--- config.mk ---
export PLATFORM = sky130hd
export DESIGN_NAME = closed_tour_length
export DESIGN_NICKNAME = d
export VERILOG_FILES = /design/src/sv/clt_pkg.sv /design/src/sv/clt_sqrt.sv /design/src/sv/clt_dp.sv /design/src/sv/clt_ctrl.sv /design/src/sv/closed_tour_length.sv
export SDC_FILE = /design/constraint.sdc
export NUM_CORES = 1
export LEC_CHECK = 0
export BUFFER_PORTS_ARGS = -buffer_cell sky130_fd_sc_hd__buf_2
export CAP_MARGIN = 20
export CORE_MARGIN = 3
export CORE_UTILIZATION = 58
export CTS_CLUSTER_SIZE = 10
export DETAILED_ROUTE_END_ITERATION = 16
export PLACE_DENSITY = 0.85
export SLEW_MARGIN = 20
export SYNTH_ARGS = -nofsm -noshare
export SYNTH_HDL_FRONTEND = slang
export SYNTH_HIERARCHICAL = 1
export SYNTH_SLANG_ARGS = --single-unit
--- constraint.sdc ---
create_clock -name clk -period 13.5 [get_ports clk]
set_input_delay 0.675 -clock clk [delete_from_list [all_inputs] [get_ports clk]]
set_output_delay 0.675 -clock clk [all_outputs]
set_load 0.01 [all_outputs]
--- src/sv/clt_pkg.sv ---
`default_nettype none
// ----------------------------------------------------------------------------
// clt_pkg
// Shared types and constants for the closed tour length block.
// ----------------------------------------------------------------------------
package clt_pkg;

    localparam int CRD_W          = 16;           // coordinate field width
    localparam int MAG_W          = 16;           // |difference| of two coordinates
    localparam int PROD_W         = 2 * MAG_W;    // one squared difference
    localparam int SQ_W           = PROD_W + 1;   // dx^2 + dy^2
    localparam int FRAC_BITS      = 8;            // Q.8 result
    localparam int ROOT_W         = 25;           // edge length width
    localparam int RAD_W          = 2 * ROOT_W;   // radicand, sq << 16, padded
    localparam int REM_W          = ROOT_W + 2;   // partial remainder
    localparam int STEP_W         = 5;            // root step counter
    localparam int LEN_W          = 35;
    localparam int CNT_W          = 11;
    localparam int CNT_CAP_MAX    = 2047;
    localparam int OUT_DATA_W     = 48;
    localparam int IN_DATA_W      = 2 * CRD_W;
    localparam int DEF_COORD_BITS = 16;
    localparam int DEF_MAX_POINTS = 1024;

    typedef enum logic [2:0] {
        ST_IDLE,
        ST_SQ_X,
        ST_SQ_Y,
        ST_LOAD,
        ST_ROOT,
        ST_ACC,
        ST_EMIT
    } clt_state_t;

    typedef struct packed {
        logic load;        // take the input item
        logic sel_close;   // edge is current -> first
        logic sq_x;
        logic sq_y;
        logic root_start;
        logic acc;
        logic emit;
    } clt_cmd_t;

    typedef struct packed {
        logic have_first;
        logic root_done;
        logic out_free;
    } clt_stat_t;

endpackage

`default_nettype wire

--- src/sv/clt_sqrt.sv ---
`default_nettype none
// ----------------------------------------------------------------------------
// clt_sqrt
// Iterative integer square root of (sq << 16), one result bit per cycle.
// ----------------------------------------------------------------------------
module clt_sqrt
    import clt_pkg::*;
(
    input  wire logic              clk,
    input  wire logic              rst_n,
    input  wire logic              start,
    input  wire logic [SQ_W-1:0]   sq,
    output logic                   done,
    output logic [ROOT_W-1:0]      root
);

    logic [RAD_W-1:0]  rad_reg,  rad_next;
    logic [REM_W-1:0]  rem_reg,  rem_next;
    logic [ROOT_W-1:0] root_reg, root_next;
    logic [STEP_W-1:0] step_reg, step_next;
    logic              busy_reg, busy_next;
    logic              done_reg, done_next;

    logic [REM_W+1:0]  rem_sh;
    logic [REM_W+1:0]  trial;

    always_comb
    begin
        rem_sh    = {rem_reg, rad_reg[RAD_W-1 -: 2]};
        trial     = (REM_W+2)'({root_reg, 2'b01});
        rad_next  = rad_reg;
        rem_next  = rem_reg;
        root_next = root_reg;
        step_next = step_reg;
        busy_next = busy_reg;
        done_next = 1'b0;
        if (start)
        begin
            rad_next  = RAD_W'({sq, {(2 * FRAC_BITS){1'b0}}});
            rem_next  = '0;
            root_next = '0;
            step_next = '0;
            busy_next = 1'b1;
        end
        else if (busy_reg)
        begin
            rad_next = {rad_reg[RAD_W-3:0], 2'b00};
            if (rem_sh >= trial)
            begin
                rem_next  = REM_W'(rem_sh - trial);
                root_next = {root_reg[ROOT_W-2:0], 1'b1};
            end
            else
            begin
                rem_next  = REM_W'(rem_sh);
                root_next = {root_reg[ROOT_W-2:0], 1'b0};
            end
            step_next = step_reg + STEP_W'(1);
            if (step_reg == STEP_W'(ROOT_W - 1))
            begin
                busy_next = 1'b0;
                done_next = 1'b1;
            end
        end
    end

    always_ff @(posedge clk or negedge rst_n)
    begin
        if (!rst_n)
        begin
            busy_reg <= 1'b0;
            done_reg <= 1'b0;
            step_reg <= '0;
        end
        else
        begin
            busy_reg <= busy_next;
            done_reg <= done_next;
            step_reg <= step_next;
        end
    end

    always_ff @(posedge clk)
    begin
        rad_reg  <= rad_next;
        rem_reg  <= rem_next;
        root_reg <= root_next;
    end

    assign done = done_reg;
    assign root = root_reg;

endmodule

`default_nettype wire

--- src/sv/clt_dp.sv ---
`default_nettype none
// ----------------------------------------------------------------------------
// clt_dp
// Datapath: tour state, shared squarer, root unit, length accumulator and
// result register.
// ----------------------------------------------------------------------------
module clt_dp
    import clt_pkg::*;
#(
    parameter int COORD_BITS = DEF_COORD_BITS,
    parameter int MAX_POINTS = DEF_MAX_POINTS
)
(
    input  wire logic                   clk,
    input  wire logic                   rst_n,
    input  wire clt_cmd_t               cmd,
    output clt_stat_t                   stat,
    input  wire logic [IN_DATA_W-1:0]   s_tdata,
    output logic [OUT_DATA_W-1:0]       m_tdata,
    output logic                        m_tuser,
    output logic                        m_tvalid,
    input  wire logic                   m_tready
);

    localparam int EFF_BITS = (COORD_BITS > CRD_W) ? CRD_W : COORD_BITS;
    localparam int EXT_SH   = CRD_W - EFF_BITS;
    localparam int CAP      = (MAX_POINTS > CNT_CAP_MAX) ? CNT_CAP_MAX : MAX_POINTS;

    logic signed [CRD_W-1:0] in_x_sh, in_y_sh, in_x, in_y;

    logic signed [CRD_W-1:0] cur_x_reg, cur_y_reg;
    logic signed [CRD_W-1:0] prev_x_reg, prev_y_reg;
    logic signed [CRD_W-1:0] first_x_reg, first_y_reg;
    logic                    have_first_reg;
    logic [LEN_W-1:0]        sum_reg;
    logic [CNT_W-1:0]        count_reg;
    logic                    sat_reg;
    logic [PROD_W-1:0]       sqx_reg;
    logic [SQ_W-1:0]         sq_reg;
    logic [OUT_DATA_W-1:0]   out_data_reg;
    logic                    out_sat_reg;
    logic                    out_valid_reg;

    logic signed [CRD_W-1:0] op_a, op_b;
    logic signed [CRD_W:0]   diff;
    logic [MAG_W-1:0]        mag;
    logic [PROD_W-1:0]       prod;
    logic [LEN_W:0]          sum_add;
    logic [ROOT_W-1:0]       root;
    logic                    root_done;
    logic                    out_free;

    assign in_x_sh = s_tdata[CRD_W-1:0] << EXT_SH;
    assign in_y_sh = s_tdata[IN_DATA_W-1:CRD_W] << EXT_SH;
    assign in_x    = in_x_sh >>> EXT_SH;
    assign in_y    = in_y_sh >>> EXT_SH;

    // edge endpoints: prev -> cur, or cur -> first on the closing edge
    always_comb
    begin
        if (cmd.sq_y)
        begin
            op_a = cmd.sel_close ? cur_y_reg   : prev_y_reg;
            op_b = cmd.sel_close ? first_y_reg : cur_y_reg;
        end
        else
        begin
            op_a = cmd.sel_close ? cur_x_reg   : prev_x_reg;
            op_b = cmd.sel_close ? first_x_reg : cur_x_reg;
        end
        diff = (CRD_W+1)'(op_a) - (CRD_W+1)'(op_b);
        mag  = diff[CRD_W] ? MAG_W'(-diff) : MAG_W'(diff);
        prod = PROD_W'(mag) * PROD_W'(mag);
    end

    assign sum_add  = (LEN_W+1)'(sum_reg) + (LEN_W+1)'(root);
    assign out_free = !out_valid_reg || m_tready;

    clt_sqrt u_sqrt (
        .clk   (clk),
        .rst_n (rst_n),
        .start (cmd.root_start),
        .sq    (sq_reg),
        .done  (root_done),
        .root  (root)
    );

    always_ff @(posedge clk)
    begin
        if (cmd.load)
        begin
            cur_x_reg <= in_x;
            cur_y_reg <= in_y;
            if (!have_first_reg)
            begin
                first_x_reg <= in_x;
                first_y_reg <= in_y;
                prev_x_reg  <= in_x;
                prev_y_reg  <= in_y;
            end
        end
        if (cmd.acc && !cmd.sel_close)
        begin
            prev_x_reg <= cur_x_reg;
            prev_y_reg <= cur_y_reg;
        end
        if (cmd.sq_x)
            sqx_reg <= prod;
        if (cmd.sq_y)
            sq_reg <= SQ_W'(sqx_reg) + SQ_W'(prod);
        if (cmd.emit)
        begin
            out_data_reg <= OUT_DATA_W'({count_reg, sum_reg});
            out_sat_reg  <= sat_reg;
        end
    end

    always_ff @(posedge clk or negedge rst_n)
    begin
        if (!rst_n)
        begin
            have_first_reg <= 1'b0;
            sum_reg        <= '0;
            count_reg      <= '0;
            sat_reg        <= 1'b0;
            out_valid_reg  <= 1'b0;
        end
        else
        begin
            if (cmd.load)
            begin
                have_first_reg <= 1'b1;
                if (!have_first_reg)
                begin
                    sum_reg   <= '0;
                    count_reg <= CNT_W'(1);
                    sat_reg   <= 1'b0;
                end
                else if (count_reg < CNT_W'(CAP))
                    count_reg <= count_reg + CNT_W'(1);
                else
                    sat_reg <= 1'b1;
            end
            if (cmd.acc)
            begin
                if (sum_add[LEN_W])
                begin
                    sum_reg <= '1;
                    sat_reg <= 1'b1;
                end
                else
                    sum_reg <= sum_add[LEN_W-1:0];
            end
            if (cmd.emit)
            begin
                have_first_reg <= 1'b0;
                sum_reg        <= '0;
                count_reg      <= '0;
                sat_reg        <= 1'b0;
                out_valid_reg  <= 1'b1;
            end
            else if (m_tready)
                out_valid_reg <= 1'b0;
        end
    end

    assign stat.have_first = have_first_reg;
    assign stat.root_done  = root_done;
    assign stat.out_free   = out_free;

    assign m_tdata  = out_data_reg;
    assign m_tuser  = out_sat_reg;
    assign m_tvalid = out_valid_reg;

endmodule

`default_nettype wire

--- src/sv/clt_ctrl.sv ---
`default_nettype none
// ----------------------------------------------------------------------------
// clt_ctrl
// Controller: sequences square, root and accumulate steps for each edge.
// ----------------------------------------------------------------------------
module clt_ctrl
    import clt_pkg::*;
(
    input  wire logic       clk,
    input  wire logic       rst_n,
    input  wire logic       s_tvalid,
    input  wire logic       s_tlast,
    output logic            s_tready,
    input  wire clt_stat_t  stat,
    output clt_cmd_t        cmd
);

    clt_state_t state_reg, state_next;
    logic       close_reg, close_next;
    logic       last_reg,  last_next;

    always_ff @(posedge clk or negedge rst_n)
    begin
        if (!rst_n)
        begin
            state_reg <= ST_IDLE;
            close_reg <= 1'b0;
            last_reg  <= 1'b0;
        end
        else
        begin
            state_reg <= state_next;
            close_reg <= close_next;
            last_reg  <= last_next;
        end
    end

    always_comb
    begin
        state_next    = state_reg;
        close_next    = close_reg;
        last_next     = last_reg;
        s_tready      = 1'b0;
        cmd           = '0;
        cmd.sel_close = close_reg;
        case (state_reg)
            ST_IDLE:
            begin
                s_tready = 1'b1;
                if (s_tvalid)
                begin
                    cmd.load   = 1'b1;
                    last_next  = s_tlast;
                    close_next = !stat.have_first;
                    if (stat.have_first || s_tlast)
                        state_next = ST_SQ_X;
                end
            end
            ST_SQ_X:
            begin
                cmd.sq_x   = 1'b1;
                state_next = ST_SQ_Y;
            end
            ST_SQ_Y:
            begin
                cmd.sq_y   = 1'b1;
                state_next = ST_LOAD;
            end
            ST_LOAD:
            begin
                cmd.root_start = 1'b1;
                state_next     = ST_ROOT;
            end
            ST_ROOT:
            begin
                if (stat.root_done)
                    state_next = ST_ACC;
            end
            ST_ACC:
            begin
                cmd.acc = 1'b1;
                if (close_reg)
                    state_next = ST_EMIT;
                else if (last_reg)
                begin
                    close_next = 1'b1;
                    state_next = ST_SQ_X;
                end
                else
                    state_next = ST_IDLE;
            end
            ST_EMIT:
            begin
                if (stat.out_free)
                begin
                    cmd.emit   = 1'b1;
                    state_next = ST_IDLE;
                end
            end
            default:
            begin
                state_next = ST_IDLE;
            end
        endcase
    end

endmodule

`default_nettype wire

--- src/sv/closed_tour_length.sv ---
`default_nettype none
// ----------------------------------------------------------------------------
// closed_tour_length
// Euclidean length of a closed polygon of integer points, unsigned Q.8.
// ----------------------------------------------------------------------------
// Points arrive one item at a time; tlast marks the last point of a tour,
// after which one result item carries the saturating total length, the
// point count and a saturation flag. Every edge runs through the shared
// squarer (x, then y), the root start, the bit-serial square root (one
// result bit per step), its done flag and one accumulate step. The first
// point of a tour is only stored; the last point runs its own edge and
// then the closing edge before the result load, or only the closing edge
// in a tour of one point. A waiting result sits in the output register
// and does not block the next tour's input.
module closed_tour_length
    import clt_pkg::*;
#(
    parameter int COORD_BITS = DEF_COORD_BITS,
    parameter int MAX_POINTS = DEF_MAX_POINTS
)
(
    input  wire logic                   clk,
    input  wire logic                   rst_n,
    input  wire logic                   s_tvalid,
    output logic                        s_tready,
    input  wire logic [IN_DATA_W-1:0]   s_tdata,   // point_x[15:0], point_y[31:16]
    input  wire logic                   s_tlast,   // is_last
    output logic                        m_tvalid,
    input  wire logic                   m_tready,
    output logic [OUT_DATA_W-1:0]       m_tdata,   // tour_length[34:0], point_count[45:35], 0
    output logic                        m_tuser    // saturated
);

    clt_cmd_t  cmd;
    clt_stat_t stat;

    clt_ctrl u_ctrl (
        .clk      (clk),
        .rst_n    (rst_n),
        .s_tvalid (s_tvalid),
        .s_tlast  (s_tlast),
        .s_tready (s_tready),
        .stat     (stat),
        .cmd      (cmd)
    );

    clt_dp #(
        .COORD_BITS (COORD_BITS),
        .MAX_POINTS (MAX_POINTS)
    ) u_dp (
        .clk      (clk),
        .rst_n    (rst_n),
        .cmd      (cmd),
        .stat     (stat),
        .s_tdata  (s_tdata),
        .m_tdata  (m_tdata),
        .m_tuser  (m_tuser),
        .m_tvalid (m_tvalid),
        .m_tready (m_tready)
    );

endmodule

`default_nettype wire

==> run summary, run 1 <==
The final layout net count came out at ~2,900. The cell sitting at the root of the clock tree is a clkbuf_16. The worst-case setup slack after placement is roughly 0.63 ns. Static timing analysis puts the maximum clock frequency at 0.0768 GHz. The final route contains between 15,000 and 20,000 vias. The worst setup path is of the reg -> reg kind.

The library cell used most frequently in the layout, excluding fill and tap cells, is inv_1. The CTS tree is done. The final cycle utilization of the critical path came out at 0.964.

For the worst setup path, the data arrival time is 13.30 ns. The number of DRC violations after detailed-routing iteration 0 is 1,569. Clock-pin slew was measured on the worst setup and hold paths at 0.06 ns.

The number of placement rows is 76. The total CTS buffers is 42. The length of the first detailed-routing pass in iterations came out at 6. The first global-routing pass estimated slightly below 100,000 um of wire.

The post-synthesis area per instance is approximately 11 um2. The post-synthesis instance area came out at 25,800 um2. The peak per-stage delay on the critical path is 0.55 ns. The worst hold path class is in -> async. The highest net fanout along the worst path came out at 19. The flip-flop cell with the highest count after synthesis is edfxtp_1.

The run finished with clean final reports. The number of warning messages in the yosys log is 6. In this run the vertical extent of the chip is between 200 and 250 um. After routing, the total negative slack on setup checks comes to 0 ns. The number of design rule violations left after detail routing came out at 0. Of the cells placed in the final design, the portion with a size suffix greater than 1 is 0.128. Across the routed clock network, the largest skew measured is ~0.030 ns. The number of distinct library cell variants in the gate-level netlist after synthesis is 104. The number of global-route vias before repair was around 20,000. The source-to-sink clock delay at the later pin of the worst-skew pair is roughly 0.56 ns. Dividing the detail-routed via count by the number of cells gives between 6 and 7. The top cell types in the final layout, fill and taps aside, are inv_1 (307), edfxtp_1 (240), ha_1 (200). The worst slew margin relative to its limit came out at 0.329. The number of failing setup endpoints in the final timing report came out at 0. Entering global routing, the biggest net connects 94 pins. The quantity of I/O buffers inserted on ports is 85. Clock tree synthesis found a total of between 300 and 400 sinks. The area of the core came out at about 44,000 um2. STA classifies the critical path endpoint as a flop. The critical path data required time is 13.78 ns. The max-capacitance violation count is 0. The final global-route overflow total is 0. Counting I/O delays and the setup requirement, the final critical path takes 13.02 ns.

The post-synthesis async set-or-reset flop share is 0.172. The top-level port count is 88. The pin slew with the least headroom to its limit is between 1 and 1.5 ns. The half-perimeter wire length after placement is 42,300 um. Counting flops with a built-in enable in the synthesized netlist gives 240. Counting flops and latches in the post-synthesis netlist gives approximately 350. The routability congestion estimate from global placement is 0.926. The cell count after synthesis is 2,396.

In this run the remaining antenna-violating nets after routing total 0. The portion of the post-synthesis area used by sequential elements came out at 0.379. The signed area change from the synthesized netlist to the final layout came out at 9.13%. The H-tree depth reported by CTS came out at 2. The number of flip-flops under the largest register name is 46. From left edge to right edge, the die measures 217 um. The number of antenna violations at the first check in global routing came out at 2. STA classifies the critical path startpoint as a flop.

The mean routed wirelength per cell is 19.0 um. The overall die area came out at 47,100 um2. The final layout contains routed wiring with a total length of 58,800 um. No sink is reached through more buffers than the 3 on the longest clock path. Among the stages of the critical path, the cell type that occurs most often is inv_1. In the global route stage, overall resource usage came out at 0.254. The count of final max-slew check failures is 0. The post-layout utilization of the core came out at 0.648.

Among all stages on the critical path, the largest delay is contributed by mux4_2. The smallest setup slack after layout is roughly 0.48 ns. For this configuration, the core starts out at a cell density of 0.593.

The final-report hold violation count is 0.
-- worst max-delay path, delay by kind of cell (launching register included) --
| family | cells | cell delay [ns] |
|---|---|---|
| AO/OA/AOI/OAI | 18 | 4.04 |
| XOR/XNOR | 2 | 0.59 |
| adder cells (fa/ha/maj) | 10 | 4.38 |
| buffers and inverters | 11 | 1.40 |
| flip-flops | 1 | 0.46 |
| multiplexers | 2 | 0.87 |
| AND/OR/NAND/NOR | 4 | 0.97 |
-- path summary, 6_finish.rpt --
kind                                           from                   to  slack [ns]  cells past startpoint
worst max-delay path            u_ctrl/state_reg[1]      u_dp/sq_reg[32]        0.48                     47
worst min-delay path                          rst_n     u_dp/sum_reg[19]        0.29                      2
worst max register to register  u_ctrl/state_reg[1]      u_dp/sq_reg[32]        0.48                     47
worst min register to register     u_dp/sum_reg[31]     u_dp/m_tdata[31]        0.49                      0
max in group asynchronous                     rst_n     u_ctrl/close_reg       12.62                      2
min in group clk                         s_tdata[6]  u_dp/first_x_reg[6]        0.32                      1
-- synth_stat cells (all sizes together) (47+ instances only) --
| library cell | n | share of area |
|---|---|---|
| dfrtp | 61 | 0.059 |
| nor2 | 205 | 0.030 |
| nand2 | 139 | 0.020 |
| inv | 314 | 0.046 |
| xnor2 | 75 | 0.025 |
| ha | 200 | 0.097 |
| nand3 | 51 | 0.010 |
| clkbuf | 61 | 0.0089 |
| fa | 165 | 0.13 |
| a21oi | 110 | 0.022 |
| dfxtp | 53 | 0.041 |
| o21ai | 77 | 0.015 |
| a21o | 60 | 0.017 |
| xor2 | 47 | 0.016 |
| edfxtp | 240 | 0.28 |
| mux2 | 66 | 0.029 |
-- logic make-up after synthesis --
family / synth area share
simple gates: 0.103
compound gates: 0.122
buf+inv: 0.0616
fa+ha+maj: 0.225
flops: 0.379
mux: 0.0680
xor+xnor: 0.0416
other cells: 0.000145
-- layout make-up --
type,instances,area (um2)
diodes,2,5.00
clock buffers,73,1220
clock inverters,4,58.8
fillers,3303,15300
inverters,316,1190
multi-input cells,1636,14500
flip-flops and latches,354,9800
well taps,585,732
repair buffers,120,688
-- routing by layer --
metal  routed length [um]  track usage  up-vias
li1                     -            -     8548
met2                29600        0.442      665
met3                 3210       0.0405      170
met1                23500        0.314     9245
met5                    0            0        -
met4                 2450        0.112        0
-- what timing repair did --
action / in CTS / in global routing
buffers inserted: 0 / 4
endpoints found under the setup margin: 0 / 3
endpoints found under the hold margin: 0 / 0
gates resized for setup: 0 / 4
hold buffers: 0 / 0
-- metrics by stage --
stage	hold WS, ns	cells	area, um2
6_report	0.293	3090	28200
5_1_grt	0.296	3090	28200
4_1_cts	0.288	3084	28100
3_5_place_dp	0.449	3007	26900
3_3_place_gp	0.442	3007	26900
2_1_floorplan	0.379	2397	25900
Power of run 1 is not shown: default switching activity piles up to over one toggle a cycle in this logic, so the estimate is an artifact.
==> run 2: changes to the inputs <==
--- a/config.mk
+++ b/config.mk
@@ -8,10 +8,10 @@
 export BUFFER_PORTS_ARGS = -buffer_cell sky130_fd_sc_hd__buf_2
 export CAP_MARGIN = 20
 export CORE_MARGIN = 3
-export CORE_UTILIZATION = 58
+export CORE_UTILIZATION = 60
 export CTS_CLUSTER_SIZE = 10
 export DETAILED_ROUTE_END_ITERATION = 16
-export PLACE_DENSITY = 0.85
+export PLACE_DENSITY = 0.84
 export SLEW_MARGIN = 20
 export SYNTH_ARGS = -nofsm -noshare
 export SYNTH_HDL_FRONTEND = slang
==> constraint.sdc (replaced) <==
create_clock -name clk -period 14.2 [get_ports clk]
set_input_delay 0.71 -clock clk [delete_from_list [all_inputs] [get_ports clk]]
set_output_delay 0.71 -clock clk [all_outputs]
set_load 0.01 [all_outputs]
==> run summary, run 2 (synthesis gave the netlist of run 1 again) <==
The length of the first detailed-routing pass in iterations came out at 6 (unchanged). The wire length on met1 is 23,300 um (-1.1%). The total CTS buffers is 43 (+2.4%). Setup repair after global routing left no endpoint under its margin. The H-tree depth reported by CTS came out at 2 (unchanged). The mean routed wirelength per cell came to 18.8 um (-1.2%). The final global-route overflow total came out at 0 (unchanged). The half-perimeter wire length after placement is 42,100 um (-0.43%). The maximum count of clock buffers along a single path came to 3 (unchanged).

The overall die area came out at 45,600 um2 (-3.2%). The internal reg-to-reg setup slack is 0.75 ns (+0.27 ns). The final layout net count is 2,863 (-0.31%). The detail-routed via count per cell is 6.09 (+0.97%). The post-CTS setup buffer count came out at 0 (unchanged).

The number of failing setup endpoints in the final timing report came out at 0 (unchanged). The quantity of I/O buffers inserted on ports is 85 (unchanged). The depth of the worst register-to-register path is 43 (-8.5%).

The final-report hold violation count came out at 0 (unchanged). The initial cell density of the core came to 0.612 (+0.0186). In this run the worst hold path is classified as in -> async. The total of fill cells in the finished design is 3,013 (-8.8%). The source-to-sink clock delay at the later pin of the worst-skew pair is 0.58 ns (+0.02 ns). The worst-case setup slack after placement came out at 0.786 ns (+0.157 ns). The number of antenna violations at the first check in global routing came out at 1 (-1).

The smallest setup slack after layout came out at 0.752 ns (+0.269 ns). The flow ran to the end, and the final reports show no timing, DRC or antenna violations. The overall routing resource usage is 0.259 (+0.00561). The peak per-stage delay on the critical path is 0.61 ns (+0.06 ns). The worst register-to-register path ends at u_dp/sq_reg[32]. The clock-pin slew reported for the worst setup and hold paths after clock tree synthesis came out at 0.05 ns (about the same). The maximum clock frequency is 0.0744 GHz (-3.2%). The top cell types in the final layout, fill and taps aside, are inv_1 (309), edfxtp_1 (240), ha_1 (200). The total length of routed met3 wires is 2990 um (-6.9%). The final setup skew came out at 0.0365 ns (+0.00628 ns).

The number of DRC violations after detailed-routing iteration 0 came to 1,607 (+2.4%). The beginning of the worst register-to-register path is u_ctrl/state_reg[1]. The share of final-layout standard cells stronger than drive strength 1 came out at 0.124 (-0.00405). The pin slew with the least headroom to its limit is 0.992 ns (-0.0148 ns). The cell count after placement is 2,955 (-1.7%). The number of placement rows is 75 (-1.3%). The top-level port count is 88 (unchanged). STA classifies the critical path startpoint as a flop. The highest net fanout along the worst path came out at 31 (+12). The commonest non-fill, non-tap cell in the layout is inv_1. The signed area change from the synthesized netlist to the final layout is 8.55%. The met2 wire length came out at 28,600 um (-3.3%). The area of the core came out at 42,200 um2 (-3.0%). The worst hold slack came out at 0.299 ns (+0.00608 ns). The width of the die is 214 um (-1.6%). STA classifies the critical path endpoint as a flop.

The final cycle utilization of the critical path came out at 0.947 (-0.0172). The count of final max-slew check failures was 0 (unchanged). The critical path data required time came to 14.50 ns (+0.72 ns). The routability congestion estimate from global placement was 0.927 (+0.12%). The standard cell with the maximum stage delay on the critical path is mux4_2. The number of global-route vias before repair came out at 19,400 (-1.9%).

The total routed wirelength was 57,100 um (-2.9%). The worst slew margin relative to its limit is 0.339 (+0.00984). The register area came out at 9800 um2 (unchanged). The first-pass GRT wire length is 95,800 um (-2.3%).

The maximum number of pins on one net before global-route repair came to 85 (-9.6%). The number of flip-flops under the largest register name is 46 (unchanged). The sink count of the clock tree is 354 (unchanged).

The tree is rooted in a clkbuf_16. The max-capacitance violation count is 0 (unchanged). The area taken by multi-input logic gates is 14,500 um2 (about the same). The number of design rule violations left after detail routing is 0 (unchanged). The filler-free cell count of the finished design is 3,036 (-1.7%). The clock period minus worst slack came out at 13.45 ns (+0.431 ns). Routed signal wires occupy layers up through met4.

The worst setup path is of the reg -> reg kind. The arrival time of the worst setup path is 13.75 ns (+0.45 ns). TritonCTS built the clock tree. The final-layout setup total negative slack is 0 ns (unchanged). The die span in y is 214 um (-1.6%). The via total after detailed routing came out at 18,500 (-0.79%). The count of nets left with antenna violations after detail routing is 0 (unchanged).
run 2: changes by cell type in the layout (fill, tap and decap cells not counted), sizes merged:
cell and delta:
inv +5, clkinv -2, buf -10, diode -1
run 2: routing by layer:
layer | track usage | vias up
li1 | - | 8549
met1 | 0.328 | 9156
met5 | 0 | -
met2 | 0.453 | 607
met4 | 0.103 | 0
met3 | 0.0386 | 168
run 2: cell type report:
type,count,share of cell area
Antenna cell,1,0.0000892
Clock buffer,73,0.0427
Clock inverter,7,0.00276
Inverter,316,0.0423
Multi-Input combinational cell,1636,0.517
Sequential cell,354,0.349
Tap cell,539,0.0240
Timing Repair Buffer,110,0.0219
run 2: metrics by stage:
step | area [um2] | utilization
final | 28100 | 0.664
after global routing | 28100 | 0.664
after CTS | 28000 | 0.664
after detailed placement | 26800 | 0.634
after global placement | 26800 | 0.634
after floorplan | 25900 | -
run 2: worst max-delay path: cells and delay by family, from the launching register on:
family | cells | cell delay, ns
AND/OR/NAND/NOR | 4 | 1.11
XOR/XNOR | 2 | 0.77
multiplexers | 2 | 0.93
buffers and inverters | 8 | 1.34
adder cells (fa/ha/maj) | 9 | 4.31
AO/OA/AOI/OAI | 18 | 4.21
flip-flops | 1 | 0.46
run 2: worst max-delay path by stage:
stage | end | depth (start not counted) | slack [ns] | from
2_1_floorplan | u_dp/sq_reg[31] | 49 | 0.80 | u_ctrl/state_reg[0]
3_3_place_gp | u_dp/sq_reg[32] | 43 | 1.28 | u_ctrl/state_reg[1]
3_5_place_dp | u_dp/sq_reg[32] | 43 | 0.79 | u_ctrl/state_reg[1]
4_1_cts | u_dp/sq_reg[32] | 43 | 0.65 | u_ctrl/state_reg[1]
5_1_grt | u_dp/sq_reg[32] | 43 | 0.04 | u_ctrl/state_reg[1]
6_report | u_dp/sq_reg[32] | 43 | 0.75 | u_ctrl/state_reg[1]
run 2: what timing repair did:
action / in CTS / in global routing
hold buffers: 0 / 0
setup endpoints to repair: 0 / 2
gates resized for setup: 0 / 1
Power of run 2 is left out for the same reason.
